File: src/hdl/integer_square_root_unit_macros.svh
// Assertion macros shared by the square root unit RTL.
`ifndef INTEGER_SQUARE_ROOT_UNIT_MACROS_SVH
`define INTEGER_SQUARE_ROOT_UNIT_MACROS_SVH

// Same-cycle implication, disabled while reset is held.
`define ISR_ASSERT_NOW(label, clk, rst_n, ante, cons) \
    label: assert property (@(posedge clk) disable iff (!(rst_n)) (ante) |-> (cons)) \
        else $error("isr assertion failed");

// Next-cycle implication, disabled while reset is held.
`define ISR_ASSERT_NEXT(label, clk, rst_n, ante, cons) \
    label: assert property (@(posedge clk) disable iff (!(rst_n)) (ante) |=> (cons)) \
        else $error("isr assertion failed");

`endif

File: src/hdl/isr_pkg.sv
`timescale 1ns / 1ps
// ----------------------------------------------------------------------------
// isr_pkg
// Shared widths, seed table and divider status type for the square root unit.
// ----------------------------------------------------------------------------
package isr_pkg;

    localparam int RAD_W  = 32;
    localparam int ROOT_W = 16;
    localparam int POS_W  = 5;
    localparam int CNT_W  = 4;

    typedef struct packed {
        logic              done;
        logic              ovf;
        logic [ROOT_W-1:0] quo;
    } t_div_rsp;

    // Position of the highest set bit, zero for an input of zero or one.
    function automatic logic [POS_W-1:0] top_bit(input logic [RAD_W-1:0] v);
        logic [POS_W-1:0] pos;
        pos = '0;
        for (int i = 0; i < RAD_W; i++) begin
            if (v[i]) begin
                pos = POS_W'(i);
            end
        end
        return pos;
    endfunction

    // First guess, never below the root for any word with that top bit.
    function automatic logic [ROOT_W-1:0] seed(input logic [POS_W-1:0] pos);
        logic [ROOT_W-1:0] g;
        case (pos)
            5'd0:    g = 16'd1;
            5'd1:    g = 16'd2;
            5'd2:    g = 16'd2;
            5'd3:    g = 16'd4;
            5'd4:    g = 16'd5;
            5'd5:    g = 16'd8;
            5'd6:    g = 16'd11;
            5'd7:    g = 16'd16;
            5'd8:    g = 16'd22;
            5'd9:    g = 16'd32;
            5'd10:   g = 16'd45;
            5'd11:   g = 16'd64;
            5'd12:   g = 16'd90;
            5'd13:   g = 16'd128;
            5'd14:   g = 16'd181;
            5'd15:   g = 16'd256;
            5'd16:   g = 16'd362;
            5'd17:   g = 16'd512;
            5'd18:   g = 16'd724;
            5'd19:   g = 16'd1024;
            5'd20:   g = 16'd1448;
            5'd21:   g = 16'd2048;
            5'd22:   g = 16'd2896;
            5'd23:   g = 16'd4096;
            5'd24:   g = 16'd5792;
            5'd25:   g = 16'd8192;
            5'd26:   g = 16'd11585;
            5'd27:   g = 16'd16384;
            5'd28:   g = 16'd23170;
            5'd29:   g = 16'd32768;
            5'd30:   g = 16'd46340;
            5'd31:   g = 16'd65535;
            default: g = 16'd65535;
        endcase
        return g;
    endfunction

endpackage

File: src/hdl/isr_div.sv
`timescale 1ns / 1ps
// ----------------------------------------------------------------------------
// isr_div
// Restoring divider, 32 by 16 bits, one quotient bit per cycle. Flags a
// quotient of 2^16 or more without iterating.
// ----------------------------------------------------------------------------
module isr_div (
    input  logic                          i_clk,
    input  logic                          i_rst_n,
    input  logic                          i_start,
    input  logic [isr_pkg::RAD_W-1:0]     i_dividend,
    input  logic [isr_pkg::ROOT_W-1:0]    i_divisor,
    output isr_pkg::t_div_rsp             o_rsp
);
    import isr_pkg::*;
    `include "integer_square_root_unit_macros.svh"

    logic              r_run;
    logic              r_done;
    logic              r_ovf;
    logic [CNT_W-1:0]  r_cnt;
    logic [ROOT_W-1:0] r_rem;
    logic [ROOT_W-1:0] r_lo;
    logic [ROOT_W-1:0] r_dvs;

    logic [ROOT_W:0]   trial;
    logic              ge;
    logic [ROOT_W:0]   diff;

    assign trial = {r_rem, r_lo[ROOT_W-1]};
    assign ge    = (trial >= {1'b0, r_dvs});
    assign diff  = trial - {1'b0, r_dvs};

    always_ff @(posedge i_clk) begin
        if (!i_rst_n) begin
            r_run  <= 1'b0;
            r_done <= 1'b0;
            r_ovf  <= 1'b0;
            r_cnt  <= '0;
        end else begin
            r_done <= 1'b0;
            if (i_start) begin
                r_dvs <= i_divisor;
                r_rem <= i_dividend[RAD_W-1:ROOT_W];
                r_lo  <= i_dividend[ROOT_W-1:0];
                r_cnt <= '0;
                if (i_dividend[RAD_W-1:ROOT_W] >= i_divisor) begin
                    r_ovf  <= 1'b1;
                    r_done <= 1'b1;
                    r_run  <= 1'b0;
                end else begin
                    r_ovf  <= 1'b0;
                    r_run  <= 1'b1;
                end
            end else if (r_run) begin
                r_rem <= ge ? diff[ROOT_W-1:0] : trial[ROOT_W-1:0];
                r_lo  <= {r_lo[ROOT_W-2:0], ge};
                r_cnt <= r_cnt + 1'b1;
                if (r_cnt == {CNT_W{1'b1}}) begin
                    r_run  <= 1'b0;
                    r_done <= 1'b1;
                end
            end
        end
    end

    assign o_rsp.done = r_done;
    assign o_rsp.ovf  = r_ovf;
    assign o_rsp.quo  = r_lo;

    `ISR_ASSERT_NOW(a_done_idle, i_clk, i_rst_n, r_done, !r_run)
    `ISR_ASSERT_NOW(a_rem_below, i_clk, i_rst_n, r_run, r_rem < r_dvs)
    `ISR_ASSERT_NEXT(a_start_acts, i_clk, i_rst_n, i_start, r_run || r_done)

endmodule

File: src/hdl/integer_square_root_unit.sv
`timescale 1ns / 1ps
// ----------------------------------------------------------------------------
// integer_square_root_unit
// Floor square root of a 32-bit unsigned word by Newton iteration from a
// table seed, each step's quotient taken from a shared iterative divider.
// ----------------------------------------------------------------------------
// A zero input gives its result in the cycle after the transfer.
// Otherwise each Newton step passes S_KICK, which starts the shared
// restoring divider, then S_WAIT until it is done; a step whose quotient
// exceeds 16 bits is flagged by the divider without iterating.
// One item at a time: busy is high from a nonzero transfer to the result strobe.
// Synchronous active-low reset returns to idle; the receiver cannot stall.
module integer_square_root_unit (
    input  logic                          i_clk,
    input  logic                          i_rst_n,
    input  logic                          start,
    output logic                          busy,
    input  logic [isr_pkg::RAD_W-1:0]     i_radicand,
    output logic                          o_strobe,
    output logic [isr_pkg::ROOT_W-1:0]    o_root
);
    import isr_pkg::*;
    `include "integer_square_root_unit_macros.svh"

    typedef enum logic [1:0] {
        S_IDLE,
        S_KICK,
        S_WAIT
    } t_state;

    t_state            r_state, n_state;
    logic [RAD_W-1:0]  r_rad, n_rad;
    logic [ROOT_W-1:0] r_guess, n_guess;
    logic              r_strobe, n_strobe;
    logic [ROOT_W-1:0] r_root, n_root;

    t_div_rsp          div_rsp;
    logic              div_start;
    logic [ROOT_W:0]   sum;

    assign div_start = (r_state == S_KICK);
    assign sum       = {1'b0, r_guess} + {1'b0, div_rsp.quo};

    isr_div u_div (
        .i_clk      (i_clk),
        .i_rst_n    (i_rst_n),
        .i_start    (div_start),
        .i_dividend (r_rad),
        .i_divisor  (r_guess),
        .o_rsp      (div_rsp)
    );

    always_comb begin
        n_state  = r_state;
        n_rad    = r_rad;
        n_guess  = r_guess;
        n_strobe = 1'b0;
        n_root   = r_root;
        case (r_state)
            S_IDLE: begin
                if (start) begin
                    n_rad   = i_radicand;
                    n_guess = seed(top_bit(i_radicand));
                    if (i_radicand == '0) begin
                        n_root   = '0;
                        n_strobe = 1'b1;
                    end else begin
                        n_state = S_KICK;
                    end
                end
            end
            S_KICK: begin
                n_state = S_WAIT;
            end
            S_WAIT: begin
                if (div_rsp.done) begin
                    if (div_rsp.ovf || (div_rsp.quo >= r_guess)) begin
                        n_root   = r_guess;
                        n_strobe = 1'b1;
                        n_state  = S_IDLE;
                    end else begin
                        n_guess = sum[ROOT_W:1];
                        n_state = S_KICK;
                    end
                end
            end
            default: begin
                n_state = S_IDLE;
            end
        endcase
    end

    always_ff @(posedge i_clk) begin
        if (!i_rst_n) begin
            r_state  <= S_IDLE;
            r_strobe <= 1'b0;
            r_guess  <= '1;
        end else begin
            r_state  <= n_state;
            r_strobe <= n_strobe;
            r_guess  <= n_guess;
        end
        r_rad  <= n_rad;
        r_root <= n_root;
    end

    assign busy     = (r_state != S_IDLE);
    assign o_strobe = r_strobe;
    assign o_root   = r_root;

    `ISR_ASSERT_NOW(a_guess_nonzero, i_clk, i_rst_n, busy, r_guess != '0)
    `ISR_ASSERT_NOW(a_strobe_idle, i_clk, i_rst_n, o_strobe, !busy)
    `ISR_ASSERT_NEXT(a_transfer_acts, i_clk, i_rst_n, start && !busy, busy || o_strobe)

endmodule
File: config.mk
export PLATFORM = sky130hd
export DESIGN_NAME = integer_square_root_unit
export DESIGN_NICKNAME = d
export VERILOG_FILES = /design/src/hdl/isr_pkg.sv /design/src/hdl/isr_div.sv /design/src/hdl/integer_square_root_unit.sv
export VERILOG_INCLUDE_DIRS = /design/src /design/src/hdl
export SDC_FILE = /design/constraint.sdc
export NUM_CORES = 1
export LEC_CHECK = 0
export ABC_AREA = 1
export BUFFER_PORTS_ARGS = -buffer_cell sky130_fd_sc_hd__buf_2
export CORE_MARGIN = 3
export CORE_UTILIZATION = 50
export DETAILED_ROUTE_END_ITERATION = 6
export GPL_ROUTABILITY_DRIVEN = 0
export PLACE_DENSITY = 0.77
export SYNTH_ARGS = -nofsm -noshare
export SYNTH_HDL_FRONTEND = slang
export SYNTH_SLANG_ARGS = --single-unit
export TNS_END_PERCENT = 1
File: constraint.sdc
create_clock -name i_clk -period 5.9 [get_ports i_clk]
set_input_delay 0.295 -clock i_clk [delete_from_list [all_inputs] [get_ports i_clk]]
set_output_delay 0.295 -clock i_clk [all_outputs]
set_load 0.005 [all_outputs]
== After elaboration in Yosys (flattened, before gate mapping) ==
Memories as Yosys holds them, arrays and structs flattened.
Index checks and enable logic that the tools add are counted.
Storage, ports and cells
  flip-flop bits (word level): 122
  memory bits (read-only): 512
  output and inout port bits: 18
  memories: 1
Operators by class
  $add $sub $neg: 3
  magnitude comparators: 3
  equal/unequal tests: 9
  multiplexer cells: 65
  bitwise gates (word level): 1
  reductions and logical operators: 13
Memories
  (no name shown): words 32, bits a word 16, rd ports 1, clocked after memory_dff 0, write ports 0, RTL line isr_pkg.sv:34  | case (pos)
Operator list (count)
  two-way mux 16 bit: 12
  two-way mux 5 bit: 32
  case mux 16 bit (2 select lines): 2
  greater-or-equal comparator 16 bit: 2
  zero test 32 bit: 1
  adder 16 x 16 -> 17 bit: 1
  greater-or-equal comparator 17 x 16 -> 1 bit: 1
  subtractor 16 bit: 1
  two-way mux 1 bit: 14
  != test 2 bit, second input constant: 5
  two-way mux 2 bit: 3
  case mux 2 bit (3 select lines): 1
  AND reduction 2 bit: 3
  nonzero test 2 bit: 3
  AND reduction 5 bit: 1
  adder 4 x 1 -> 4 bit, second input constant: 1
  equality test 4 bit, second input constant: 1
  AND reduction 4 bit: 1
  AND reduction 3 bit: 1
  equality test 2 x 1 -> 1 bit, second input constant: 1
  equality test 2 bit, second input constant: 1
  zero test 2 bit: 1
  != test 2 x 1 -> 1 bit, second input constant: 1
  case mux 1 bit (2 select lines): 1
  other kinds (3): 3

== Depth between registers and ports, before layout ==
Gate-level depths: netlist of run 1.
An unclocked memory read counts as a cell.
  word-level depth: 36
  depth in mapped cells: 43
  depth with buffers taken out: 43

== Hierarchy ==
Synthesis of run 1 repeated with hierarchy kept, for this count alone.
Second synthesis, totals
  cell total of the unflattened synthesis: 1023
  area, all modules: 8162.8 um^2
Modules (own cells, without submodules)
  integer_square_root_unit: times used 1, cells each 512, area each 4220.3 um^2, seq. area each 1821.7 um^2
  isr_div: times used 1, cells each 511, area each 3942.5 um^2, seq. area each 1581.5 um^2

== Worst setup path before layout of run 1 ==
No wires, ideal clock.
  path type: input port to flip-flop
  start point: input port i_radicand[2] in the netlist's numbering
  end point: register r_guess[7]
  arrival: 2.753 ns
  required time: 5.777 ns
  slack: 3.024 ns
  cell stages on the path: 41
  buffers on the path: 0
  cell sequence: inv_1 > nand2_1 > nand2_1 > nand2_1 > nand2_1 > nand2_1 > nand2_1 > nand2_1 > nand2_1 > nand2_1 > nand2_1 > nand2_1 > nand2_1 > nand2_1 > nand2_1 > nand2_1 > nand2_1 > nand2_1 > [5 not listed] > nand2_1 > nand2_1 > nand2_1 > nand2_1 > nand2_1 > nand2_1 > nand2_1 > nand2_1 > inv_1 > ha_1 > inv_1 > nor2_1 > o21ai_0 > o21ai_0 > a32oi_1 > nand2_1 > a21oi_1 > o21ai_0
Between the ends
  cells in the longest elaborated chain, start to end: 35
Ends and longest elaborated chain
  start: declaration: RTL line integer_square_root_unit.sv:18  | input logic [isr_pkg::RAD_W-1:0] i_radicand,
  two-way mux 5 bit (30 in series): RTL line isr_pkg.sv:24  | if (v[i]) begin
  two-way mux 5 bit: RTL line integer_square_root_unit.sv:61  | if (start) begin
  two-way mux 5 bit: RTL line integer_square_root_unit.sv:59  | case (r_state)
  memory (32 x 16 bit)
  two-way mux 16 bit: RTL line integer_square_root_unit.sv:61
  case mux 16 bit (2 select lines): RTL line integer_square_root_unit.sv:59
  end signal: assignment: RTL line integer_square_root_unit.sv:101  | r_guess <= n_guess;
  end: declaration: RTL line integer_square_root_unit.sv:33  | logic [ROOT_W-1:0] r_guess, n_guess;
No other way between the ends. The select of a mux whose other input is x is not followed.
A chain may end at the register's enable or synchronous reset.

== Worst setup path after layout of run 1 ==
  start point: register r_guess[3]
  end point: register r_guess[11]
Between the ends
  cells in the longest elaborated chain, start to end: 4
  elaborated cells between the ends (all ways): 8
  those cells by class: 1 x add/sub; 1 x order compare; 1 x eq/ne; 3 x mux; 2 x reduce/logical
Ends and longest elaborated chain
  adder 16 x 16 -> 17 bit or greater-or-equal comparator 16 bit (tied branches): RTL line integer_square_root_unit.sv:42, integer_square_root_unit.sv:77
  two-way mux 16 bit or logical OR 1 bit (tied branches): RTL line integer_square_root_unit.sv:77  | if (div_rsp.ovf || (div_rsp.quo >= r_guess)) begin
  two-way mux 16 bit or != test 2 bit (tied branches)
  case mux 16 bit (2 select lines) or AND reduction 4 bit (tied branches)
Several ways; a longest one is shown, not always the timed one. The select of a mux whose other input is x is not followed.

==> out/metrics.cfg, run 1 <==
[cts]
clk-insertion-delay-late_ps = 420
cts_hold_buffers = 0
htree_levels = 4
numCtsBuffers = 17
clk_pin_slew_ps = 60
clkSinkCount = 122
cts_max_path_buffers = 2
post-cts-setup-buffer-count = 0
clk_root_buffer_cell = clkbuf_16
post_cts_resize_count = 0
cts_tree = built

[timing]
worstMarginPinSlew_ps = 746.2
hold_slack_ps = 68.87
final-max-slew-violation-count = 0
min_period_over_period = 0.6204
timing.final.setup_violations = 0
worst_slew_margin_rel = 0.5020
fin_skew_ps = 6.792
grt_setup_unrepaired = false
setup_total_negative_slack_ps = 0
shortest_clock_period_the_worst_path_allows_after_layout_ps = 3660
report.final.hold_viol_count = 0
max_freq_mhz = 273.2

[grt]
first_pass_grt_wire_length_um = 28770
grt_start_max_net_pins = 52
global_route.usage.met3 = 0.04348
grt.met1_usage = 0.2918
grt.overflow.total = 0
first_global_vias = 5811
antenna_found_initial = 0
global_route.usage.total = 0.2248
grtUsageMet2 = 0.3784
top_usage_layer = met2

[yosys]
synthDominantAreaCellType = edfxtp_1
syn_nets = 953
synth.avg_cell_area_um2 = 8.713
number_of_synthesized_flops_with_an_enable_pin = 96
synth.cell_area_mm2 = 0.007388
synth.yosys.seq_area_share = 0.4606
synth.top_cell.area_share = 0.3902
ys_top_cells_by_count = 210 x nand2_1, 114 x inv_1, 96 x edfxtp_1
postSynthCellCount = 848
yosysWarningCount = 0
yosys.cell_count.top_type = nand2_1
ys_async_sr_fraction = 0
yosysUniqueCellTypes = 46
synth_top_cells_by_area = edfxtp_1 39%, ha_1 12%, nand2_1 11%
synth.ff_latch_count = 122
synthFlopType = edfxtp_1

[setup_path]
critPathCaptureType = flip-flop
worst-path-max-fanout = 19
crit_required_ps = 6190
setup.worst_path.class = flip-flop to flip-flop
critPathLaunchType = flip-flop
cp.arrival_ps = 3950

[detailed_routing]
wl_per_cell_um = 16.12
wire_length_reported_by_the_detailed_router_um = 17700
via_per_inst = 5.521
ant_nets = 0
drtIter0Drc = 604
number_of_detailed_route_iterations_in_the_first_pass = 5
detailroute.via_count = 6062
route.detailed.drc = 0

[run]
max_cap_violations = 0

[die]
core-area_mm2 = 0.01415
total_die_area_mm2 = 0.01627
initial_core_util = 0.5222
die_height_um = 127.6
die_width_um = 127.6
boundaryPins = 53
placementRows = 43

[pwr]
power.density_mw_per_mm2 = 309.2
leakagePower_uw = 0.003945
irDropWorstVdd_mv = 0.1666

[outcome]
run_status = complete, no violations

[cells_and_area]
layout-drive-gt1-share = 0.1275
num-nets-final = 1010
syn_to_final_growth_pct = 14.41
fillCellCount = 1205
diodes = 0

[worst_hold_path]
worstHoldPathType = input pin to flip-flop

[place]
port-buffer-count = 52
hpwlAfterDp_um = 13060

[metrics by stage]
stage / worst slack (ps) / instances / util / power, uW / cell area (um^2)
5_1_grt: 1910 / 1098 / 0.5974 / 2731 / 8453
3_5_place_dp: 2146 / 1066 / 0.5535 / 1539 / 7831
6_report: 2240 / 1098 / 0.5974 / 2614 / 8453
3_3_place_gp: 2209 / 1066 / 0.5535 / 1528 / 7831
4_1_cts: 2318 / 1098 / 0.5974 / 2618 / 8453
2_1_floorplan: 3024 / 848 / - / 1403 / 7388
[kinds of logic (layout without fill, tap and decap cells)]
group | count (synthesis) | in the layout | share of synthesized area
adders and majority gates | 70 | 70 | 0.1206
muxes | 1 | 1 | 0.001355
AOI/OAI and AO/OA | 174 | 174 | 0.1417
and+or+nand+nor | 325 | 325 | 0.1793
DFF | 122 | 122 | 0.4606
xor gates and xnor gates | 21 | 21 | 0.02489
buffers and inverters | 135 | 205 | 0.07146
[area by class of cell]
type / instances / area (um^2) / area share
Inverter: 116 / 437.9 / 0.05181
Timing Repair Buffer: 57 / 297.8 / 0.03523
Tap cell: 180 / 225.2 / 0.02664
Sequential cell: 122 / 3403 / 0.4026
Clock inverter: 13 / 168.9 / 0.01998
Clock buffer: 19 / 452.9 / 0.05358
Multi-Input combinational cell: 591 / 3467 / 0.4102
[registers in the layout, indices dropped and copies added, names as in the netlist, 2 cells and up]
name	count
r_state	2
r_rad	32
u_div.r_dvs	16
o_root	16
u_div.r_cnt	4
r_guess	16
u_div.r_lo	16
u_div.r_rem	16
[layer usage]
layer | routed length [um] | share of wire
met5 | 0 | 0
met4 | 387 | 0.022
met3 | 1266 | 0.072
met2 | 8529 | 0.48
met1 | 7521 | 0.42
[critical path: stages, from the launching register on]
cell and delay [ps]:
dfxtp_1 360, inv_1 100, ha_1 370, inv_1 100, o31ai_1 260, a21oi_1 100, nor2_1 100, o211ai_1 90
nand2_1 80, nand3_1 70, o311ai_0 90, a21oi_1 100, o21ai_0 120, nand2_1 80, nand2_1 460, clkinv_1 630
o21ai_0 330, nand2_1 90
[power breakdown]
group | internal, uW | total [uW] | switching (uW)
registers | 1010 | 1050 | 41.0
clock network | 689 | 1080 | 391
logic | 173 | 485 | 312
total | 1870 | 2610 | 745
[final timing paths]
kind	slack (ps)	cells past startpoint	end	from
worst max-delay path	2240	17	r_guess[11]	r_guess[3]
worst min-delay path	70	1	r_rad[7]	i_radicand[7]
worst max register to register	2240	17	r_guess[11]	r_guess[3]
worst min register to register	470	2	u_div.r_ovf	u_div.r_ovf
[layout by cell type (no fill, tap or decap), drive strengths merged, types with 17 or more instances in the layout]
| cell type | n |
|---|---|
| a21oi | 73 |
| buf | 57 |
| clkbuf | 19 |
| dfxtp | 26 |
| edfxtp | 96 |
| ha | 68 |
| inv | 116 |
| nand2 | 213 |
| nand3 | 38 |
| nor2 | 56 |
| o21ai | 63 |
| xor2 | 17 |
(Power assumes the default switching activity.)
==> run 2, diff against run 1 <==
--- a/config.mk
+++ b/config.mk
@@ -12,7 +12,7 @@
 export CORE_UTILIZATION = 50
 export DETAILED_ROUTE_END_ITERATION = 6
 export GPL_ROUTABILITY_DRIVEN = 0
-export PLACE_DENSITY = 0.77
+export PLACE_DENSITY = 0.8
 export SYNTH_ARGS = -nofsm -noshare
 export SYNTH_HDL_FRONTEND = slang
 export SYNTH_SLANG_ARGS = --single-unit
==> constraint.sdc (replaced) <==
create_clock -name i_clk -period 3.1 [get_ports i_clk]
set_input_delay 0.155 -clock i_clk [delete_from_list [all_inputs] [get_ports i_clk]]
set_output_delay 0.155 -clock i_clk [all_outputs]
set_load 0.005 [all_outputs]
==> run 2 against run 1 <==
Net effect: the flow now finishes with violations (setup timing); sequential power rose by 90%; via count rose by 6.1%; total power rose by 97%; cell area rose by 9.9%; worst setup slack got worse by 2300 ps; global-route usage rose by 1.4 points; maximum frequency rose by 16%; non-clock buffer count rose by 64; wire length rose by 9.8%; combinational power rose by 130%; critical path type unchanged; largest power group unchanged.
==> out/metrics.cfg, run 2 (synthesis gave the netlist of run 1 again) <==
[timing]
hold_slack_ps = 30.60
min_period_over_period = 1.016
final-max-slew-violation-count = 0
fin_skew_ps = 11.65
setup_ws_ps = -50.52
timing.final.setup_violations = 7
worstMarginPinSlew_ps = 1135
grt_setup_unrepaired = true
max_freq_mhz = 317.4
worst_slew_margin_rel = 0.2436
report.final.hold_viol_count = 0
shortest_clock_period_the_worst_path_allows_after_layout_ps = 3151

[cells_and_area]
diodes = 0
syn_to_final_growth_pct = 25.71
finalNonFillerCells = 1164
most-common-layout-cells = 204 x nand2_1, 109 x inv_1, 96 x edfxtp_1, 60 x ha_1, 57 x a21oi_1
largest_register_ffs = 32
num-nets-final = 1076
max_flop_register = r_rad
layout-drive-gt1-share = 0.2012
mostFrequentLayoutCell = nand2_1

[cts]
clk-insertion-delay-late_ps = 420
clk_pin_slew_ps = 60
htree_levels = 4
numCtsBuffers = 17
cts_tree = built
clk_root_buffer_cell = clkbuf_16
cts_max_path_buffers = 2
clkSinkCount = 122

[pwr]
power.share.switching = 0.2911
pwr-share-comb = 0.214
irDropWorstVdd_mv = 0.3906
leakagePower_uw = 0.004271
power.share.clock = 0.398
fin_total_pwr_uw = 5137
total_switching_power_uw = 1495
p_int_uw = 3642
seq_power_share = 0.388
power.density_mw_per_mm2 = 553.1

[worst_hold_path]
holdCritStartpoint = i_radicand[3]
worstHoldPathType = input pin to flip-flop

[die]
boundaryPins = 53
die_height_um = 127.6
die_width_um = 127.6
placementRows = 43
core-area_mm2 = 0.01415
total_die_area_mm2 = 0.01627
initial_core_util = 0.5222

[grt]
global_route.usage.total = 0.2392
first_global_vias = 6259
first_pass_grt_wire_length_um = 30680
grt.overflow.total = 0
grt_start_max_net_pins = 33
antenna_found_initial = 1

[setup_path]
setup.worst_path.class = flip-flop to flip-flop
timing.reg2reg.setup_slack_ps = -50
cp.arrival_ps = 3420
r2r_cells = 20
crit_required_ps = 3370
critPathLaunchType = flip-flop
r2r-end = u_div.r_rem[11]
critical_path.reg2reg.startpoint = u_div.r_dvs[2]
timing.critical_path.from = u_div.r_dvs[2]
worst-path-max-fanout = 7
end_point_of_the_critical_path = u_div.r_rem[11]
critPathCaptureType = flip-flop

[detailed_routing]
via_per_inst = 5.527
detailroute.via_count = 6433
number_of_detailed_route_iterations_in_the_first_pass = 6
route.detailed.drc = 0
wl_per_cell_um = 16.69
drtIter0Drc = 644
wire_length_reported_by_the_detailed_router_um = 19430
ant_nets = 0

[outcome]
run_status = complete, but fails checks
failed_checks = setup timing

[place]
dp.cells = 1097
hpwlAfterDp_um = 13330
port-buffer-count = 52

[run]
max_cap_violations = 0

run 2: changes by cell type in the layout (fill, tap and decap cells not counted), moves of 7 or more:
cell and delta:
buf_4 +34, dlygate4sd3_1 +29, o21ai_0 -15, o21ai_2 +10
ha_1 -8, ha_4 +7
run 2: final cells by class:
class                      count  area, um^2
sequential                   122        3403
tap                          180       225.2
fill                        1080        4862
clock inverter                13       168.9
inverter                     116       437.9
multi-input combinational    593        3746
timing repair buffer         121       863.3
clock buffer                  19       442.9
run 2: worst min-delay path by stage:
stage	to	cells after the start
after floorplan	r_rad[0]	0
after global placement	r_rad[4]	1
after detailed placement	r_rad[7]	1
after CTS	r_rad[3]	2
after global routing	r_rad[2]	2
final	r_rad[3]	2
run 2: power by group through the flow:
stage	Clock, uW	Combinational (uW)	Sequential (uW)
global placement	0	923	2010
floorplan	0	668	2000
global route	2160	1220	2000
detailed placement	0	949	2020
finish	2040	1100	1990
CTS	2060	1010	1990
run 2: per-stage QoR:
stage / instance area (um^2) / TNS (ps) / utilization / worst slack (ps)
after detailed placement: 8077 / -575.7 / 0.5708 / -151.4
after global routing: 9288 / -4430 / 0.6564 / -239.1
final: 9288 / -111.5 / 0.6564 / -50.52
after CTS: 9020 / -8.330 / 0.6375 / -8.330
after global placement: 8077 / -22.66 / 0.5708 / -22.11
after floorplan: 7388 / 0 / - / 318.0
run 2: per-layer routing:
metal,global-route usage,vias up,share of wire
met5,0,-,0.00067
met4,0.09338,2,0.040
met3,0.05184,64,0.069
met2,0.4066,298,0.49
met1,0.2975,2951,0.40
li1,-,3118,-
run 2: critical path: stages, from the launching register on:
cell,delay [ps]
edfxtp_1,400
inv_1,130
ha_4,230
a21oi_2,120
inv_1,70
nor2_2,140
o21ai_2,90
a21oi_2,130
o21bai_2,80
a21o_1,180
a21oi_2,180
o21ai_2,90
nand3_2,70
nand2_2,70
a21oi_2,140
o21bai_2,120
nand2_4,180
nand2_4,130
inv_4,200
nand2_1,90
a21oi_2,160
run 2: timing repair:
item | in CTS | in global routing
endpoints found under the setup margin | 15 | 49
setup buffers | 0 | 4
hold buffers | 29 | 0
hold endpoints to repair | 29 | 0
pin swaps | 1 | 13
resized for setup | 4 | 65
cloned | 1 | 1
==> run 3, diff against run 2 <==
--- a/config.mk
+++ b/config.mk
@@ -12,8 +12,9 @@
 export CORE_UTILIZATION = 50
 export DETAILED_ROUTE_END_ITERATION = 6
 export GPL_ROUTABILITY_DRIVEN = 0
-export PLACE_DENSITY = 0.8
+export PLACE_DENSITY = 0.77
 export SYNTH_ARGS = -nofsm -noshare
 export SYNTH_HDL_FRONTEND = slang
+export SYNTH_HIERARCHICAL = 1
 export SYNTH_SLANG_ARGS = --single-unit
 export TNS_END_PERCENT = 1
==> constraint.sdc (replaced) <==
create_clock -name i_clk -period 2.9 [get_ports i_clk]
set_input_delay 0.145 -clock i_clk [delete_from_list [all_inputs] [get_ports i_clk]]
set_output_delay 0.145 -clock i_clk [all_outputs]
set_load 0.005 [all_outputs]
==> run 3 against run 2 <==
Net effect: the run ends with DRC, setup timing left; clock skew down 5.9 ps; total power grew 85%; maximum frequency rose by 6.1%; critical path type unchanged; critical path depth rose by 2; clock power increased by 5%; cell count grew 18%; non-clock buffer count up 3; combinational power grew to 4.1 times the previous value; critical endpoint is now r_guess[13].
==> out/metrics.cfg, run 3 <==
[cells_and_area]
syn_to_final_growth_pct = 21.21
largest_register_ffs = 32
finalNonFillerCells = 1376
final_design_area_no_fill_mm2 = 0.009894
layout-drive-gt1-share = 0.1733
num-nets-final = 1252
most-common-layout-cells = 285 x nand2_1, 169 x inv_1, 96 x edfxtp_1, 64 x ha_1, 60 x nand3_1
max_flop_register = r_rad
diodes = 0
fillCellCount = 1378
mostFrequentLayoutCell = nand2_1

[timing]
timing.final.setup_violations = 14
setup_ws_ps = -68.43
final-max-slew-violation-count = 0
report.final.hold_viol_count = 0
grt_setup_unrepaired = true
shortest_clock_period_the_worst_path_allows_after_layout_ps = 2968
fin_skew_ps = 5.749
max_freq_mhz = 336.9
hold_slack_ps = 22.03
min_period_over_period = 1.024
worstMarginPinSlew_ps = 701.3
worst_slew_margin_rel = 0.5320

[die]
die_width_um = 133.8
initial_core_util = 0.5120
total_die_area_mm2 = 0.01789
core-area_mm2 = 0.01594
boundaryPins = 53
die_height_um = 133.8
placementRows = 46

[outcome]
run_status = complete, but fails checks
failed_checks = DRC, setup timing

[cts]
clk_pin_slew_ps = 60
clk_root_buffer_cell = clkbuf_16
htree_levels = 4
clk-insertion-delay-late_ps = 420
clkSinkCount = 122
numCtsBuffers = 17
cts_max_path_buffers = 2
cts_tree = built

[grt]
grt_start_max_net_pins = 34
global_route.usage.total = 0.2440
grt.overflow.total = 0
antenna_found_initial = 0
first_pass_grt_wire_length_um = 34180
first_global_vias = 6838

[setup_path]
r2r_cells = 22
setup.worst_path.class = flip-flop to flip-flop
path_delay_family = simple AND/OR/NAND/NOR gates
timing.critical_path.mode_cell = nand2_1
critPathCaptureType = flip-flop
worstPathCellList = buf_4, inv_1, ha_1, o21ai_1, nand2_1, a21oi_2, nor2_1, o211ai_1, nand2_1, nand3_2, nand2_1, nand3_1, o311ai_1, nand4_1, nand4_1, inv_1, nor2_1, nor3_4, buf_12, nand3_1, o21ai_1, nand2_1
total_stage_count_of_the_critical_path = 22
worst-path-buf-inv = 4
critPathLaunchType = flip-flop
timing.reg2reg.setup_slack_ps = -70
crit_required_ps = 3210
cpMaxStageDelayCell = edfxtp_1
cp.arrival_ps = 3270
cpPeakStageDelay_ps = 400
worst-path-max-fanout = 17

[yosys]
synth.avg_cell_area_um2 = 7.979
ys_async_sr_fraction = 0
muxShareOfSynthArea = 0
area_share_of_and_or_nand_nor_cells_after_synthesis = 0.2695
synthFlopType = edfxtp_1
synthDominantAreaCellType = edfxtp_1
syn_nets = 1128
number_of_synthesized_flops_with_an_enable_pin = 96
post_synth_xor_area_fraction = 0.01395
synth-compound-area-share = 0.09074
synth.top_cell.area_share = 0.3532
synth.ff_latch_count = 122
yosysWarningCount = 6
yosysUniqueCellTypes = 52
dominant_combinational_cell_family_by_area_after_synthesis = simple AND/OR/NAND/NOR gates
postSynthCellCount = 1023
synth.yosys.seq_area_share = 0.4169
synth.cell_area_mm2 = 0.008163
synth-adder-area-share = 0.1091
yosys.cell_count.top_type = nand2_1
synth_top_cells_by_area = edfxtp_1 35%, nand2_1 13%, ha_1 10%
ys_top_cells_by_count = 285 x nand2_1, 171 x inv_1, 96 x edfxtp_1

[run]
max_cap_violations = 0

[place]
placement.cell_area_mm2 = 0.008872
dp.cells = 1309
port-buffer-count = 52
hpwlAfterDp_um = 15780

[pwr]
fin_total_pwr_uw = 9494
power.density_mw_per_mm2 = 959.5
irDropWorstVdd_mv = 0.4926
leakagePower_uw = 0.004944

[detailed_routing]
drtIter0Drc = 640
ant_nets = 0
number_of_detailed_route_iterations_in_the_first_pass = 7
wl_per_cell_um = 15.43
wire_length_reported_by_the_detailed_router_um = 21230
route.detailed.drc = 4
via_per_inst = 5.201
detailroute.via_count = 7157

[worst_hold_path]
hold-path-cell-count = 2
worstHoldPathType = input pin to flip-flop

-- run 3: final cells by class --
class	count	area (um^2)	share of cell area
Multi-Input combinational cell	696	4031	0.4074
Sequential cell	122	3403	0.3440
Timing Repair Buffer	124	888.4	0.08978
Inverter	186	700.7	0.07081
Clock buffer	17	425.4	0.04299
Tap cell	216	270.3	0.02731
Clock inverter	15	175.2	0.01770
-- run 3: logic make-up after synthesis --
family	count (synthesis)
AND/OR/NAND/NOR	485
XOR/XNOR	13
buffers and inverters	205
flip-flops	122
AO/OA/AOI/OAI	128
adder cells (fa/ha/maj)	70
-- run 3: final timing paths --
path	start	end
max	u_div/r_lo[0]	r_guess[13]
min	i_radicand[3]	r_rad[3]
max reg2reg	u_div/r_lo[0]	r_guess[13]
min reg2reg	u_div/r_ovf	u_div/r_ovf
-- run 3: power by group --
group          internal (uW)  total [uW]  switching (uW)
Combinational           1680        4500            2820
Sequential              2540        2840             305
Clock                   1350        2150             805
Total                   5560        9490            3930
-- run 3: routing by layer --
layer | GRT usage | wire length [um]
met4 | 0.09543 | 481
met2 | 0.4048 | 10200
met5 | 0 | 0
met3 | 0.04014 | 1298
met1 | 0.3213 | 9248
-- run 3: per-stage QoR --
stage               worst slack, ps  TNS (ps)    util
finish                       -68.43    -461.7  0.6206
global route                 -340.3     -5444  0.6206
CTS                          -44.99    -165.7  0.6148
detailed placement           -199.5    -884.2  0.5565
global placement             -113.1    -269.6  0.5565
floorplan                     200.8         0       -
-- run 3: timing repair --
item / 4_1_cts / 5_1_grt
hold endpoints to repair: 30 / 0
gates resized for setup: 4 / 22
hold buffers: 30 / 0
endpoints found under the setup margin: 12 / 33
buffers inserted: 2 / 3
pin swaps: 2 / 4
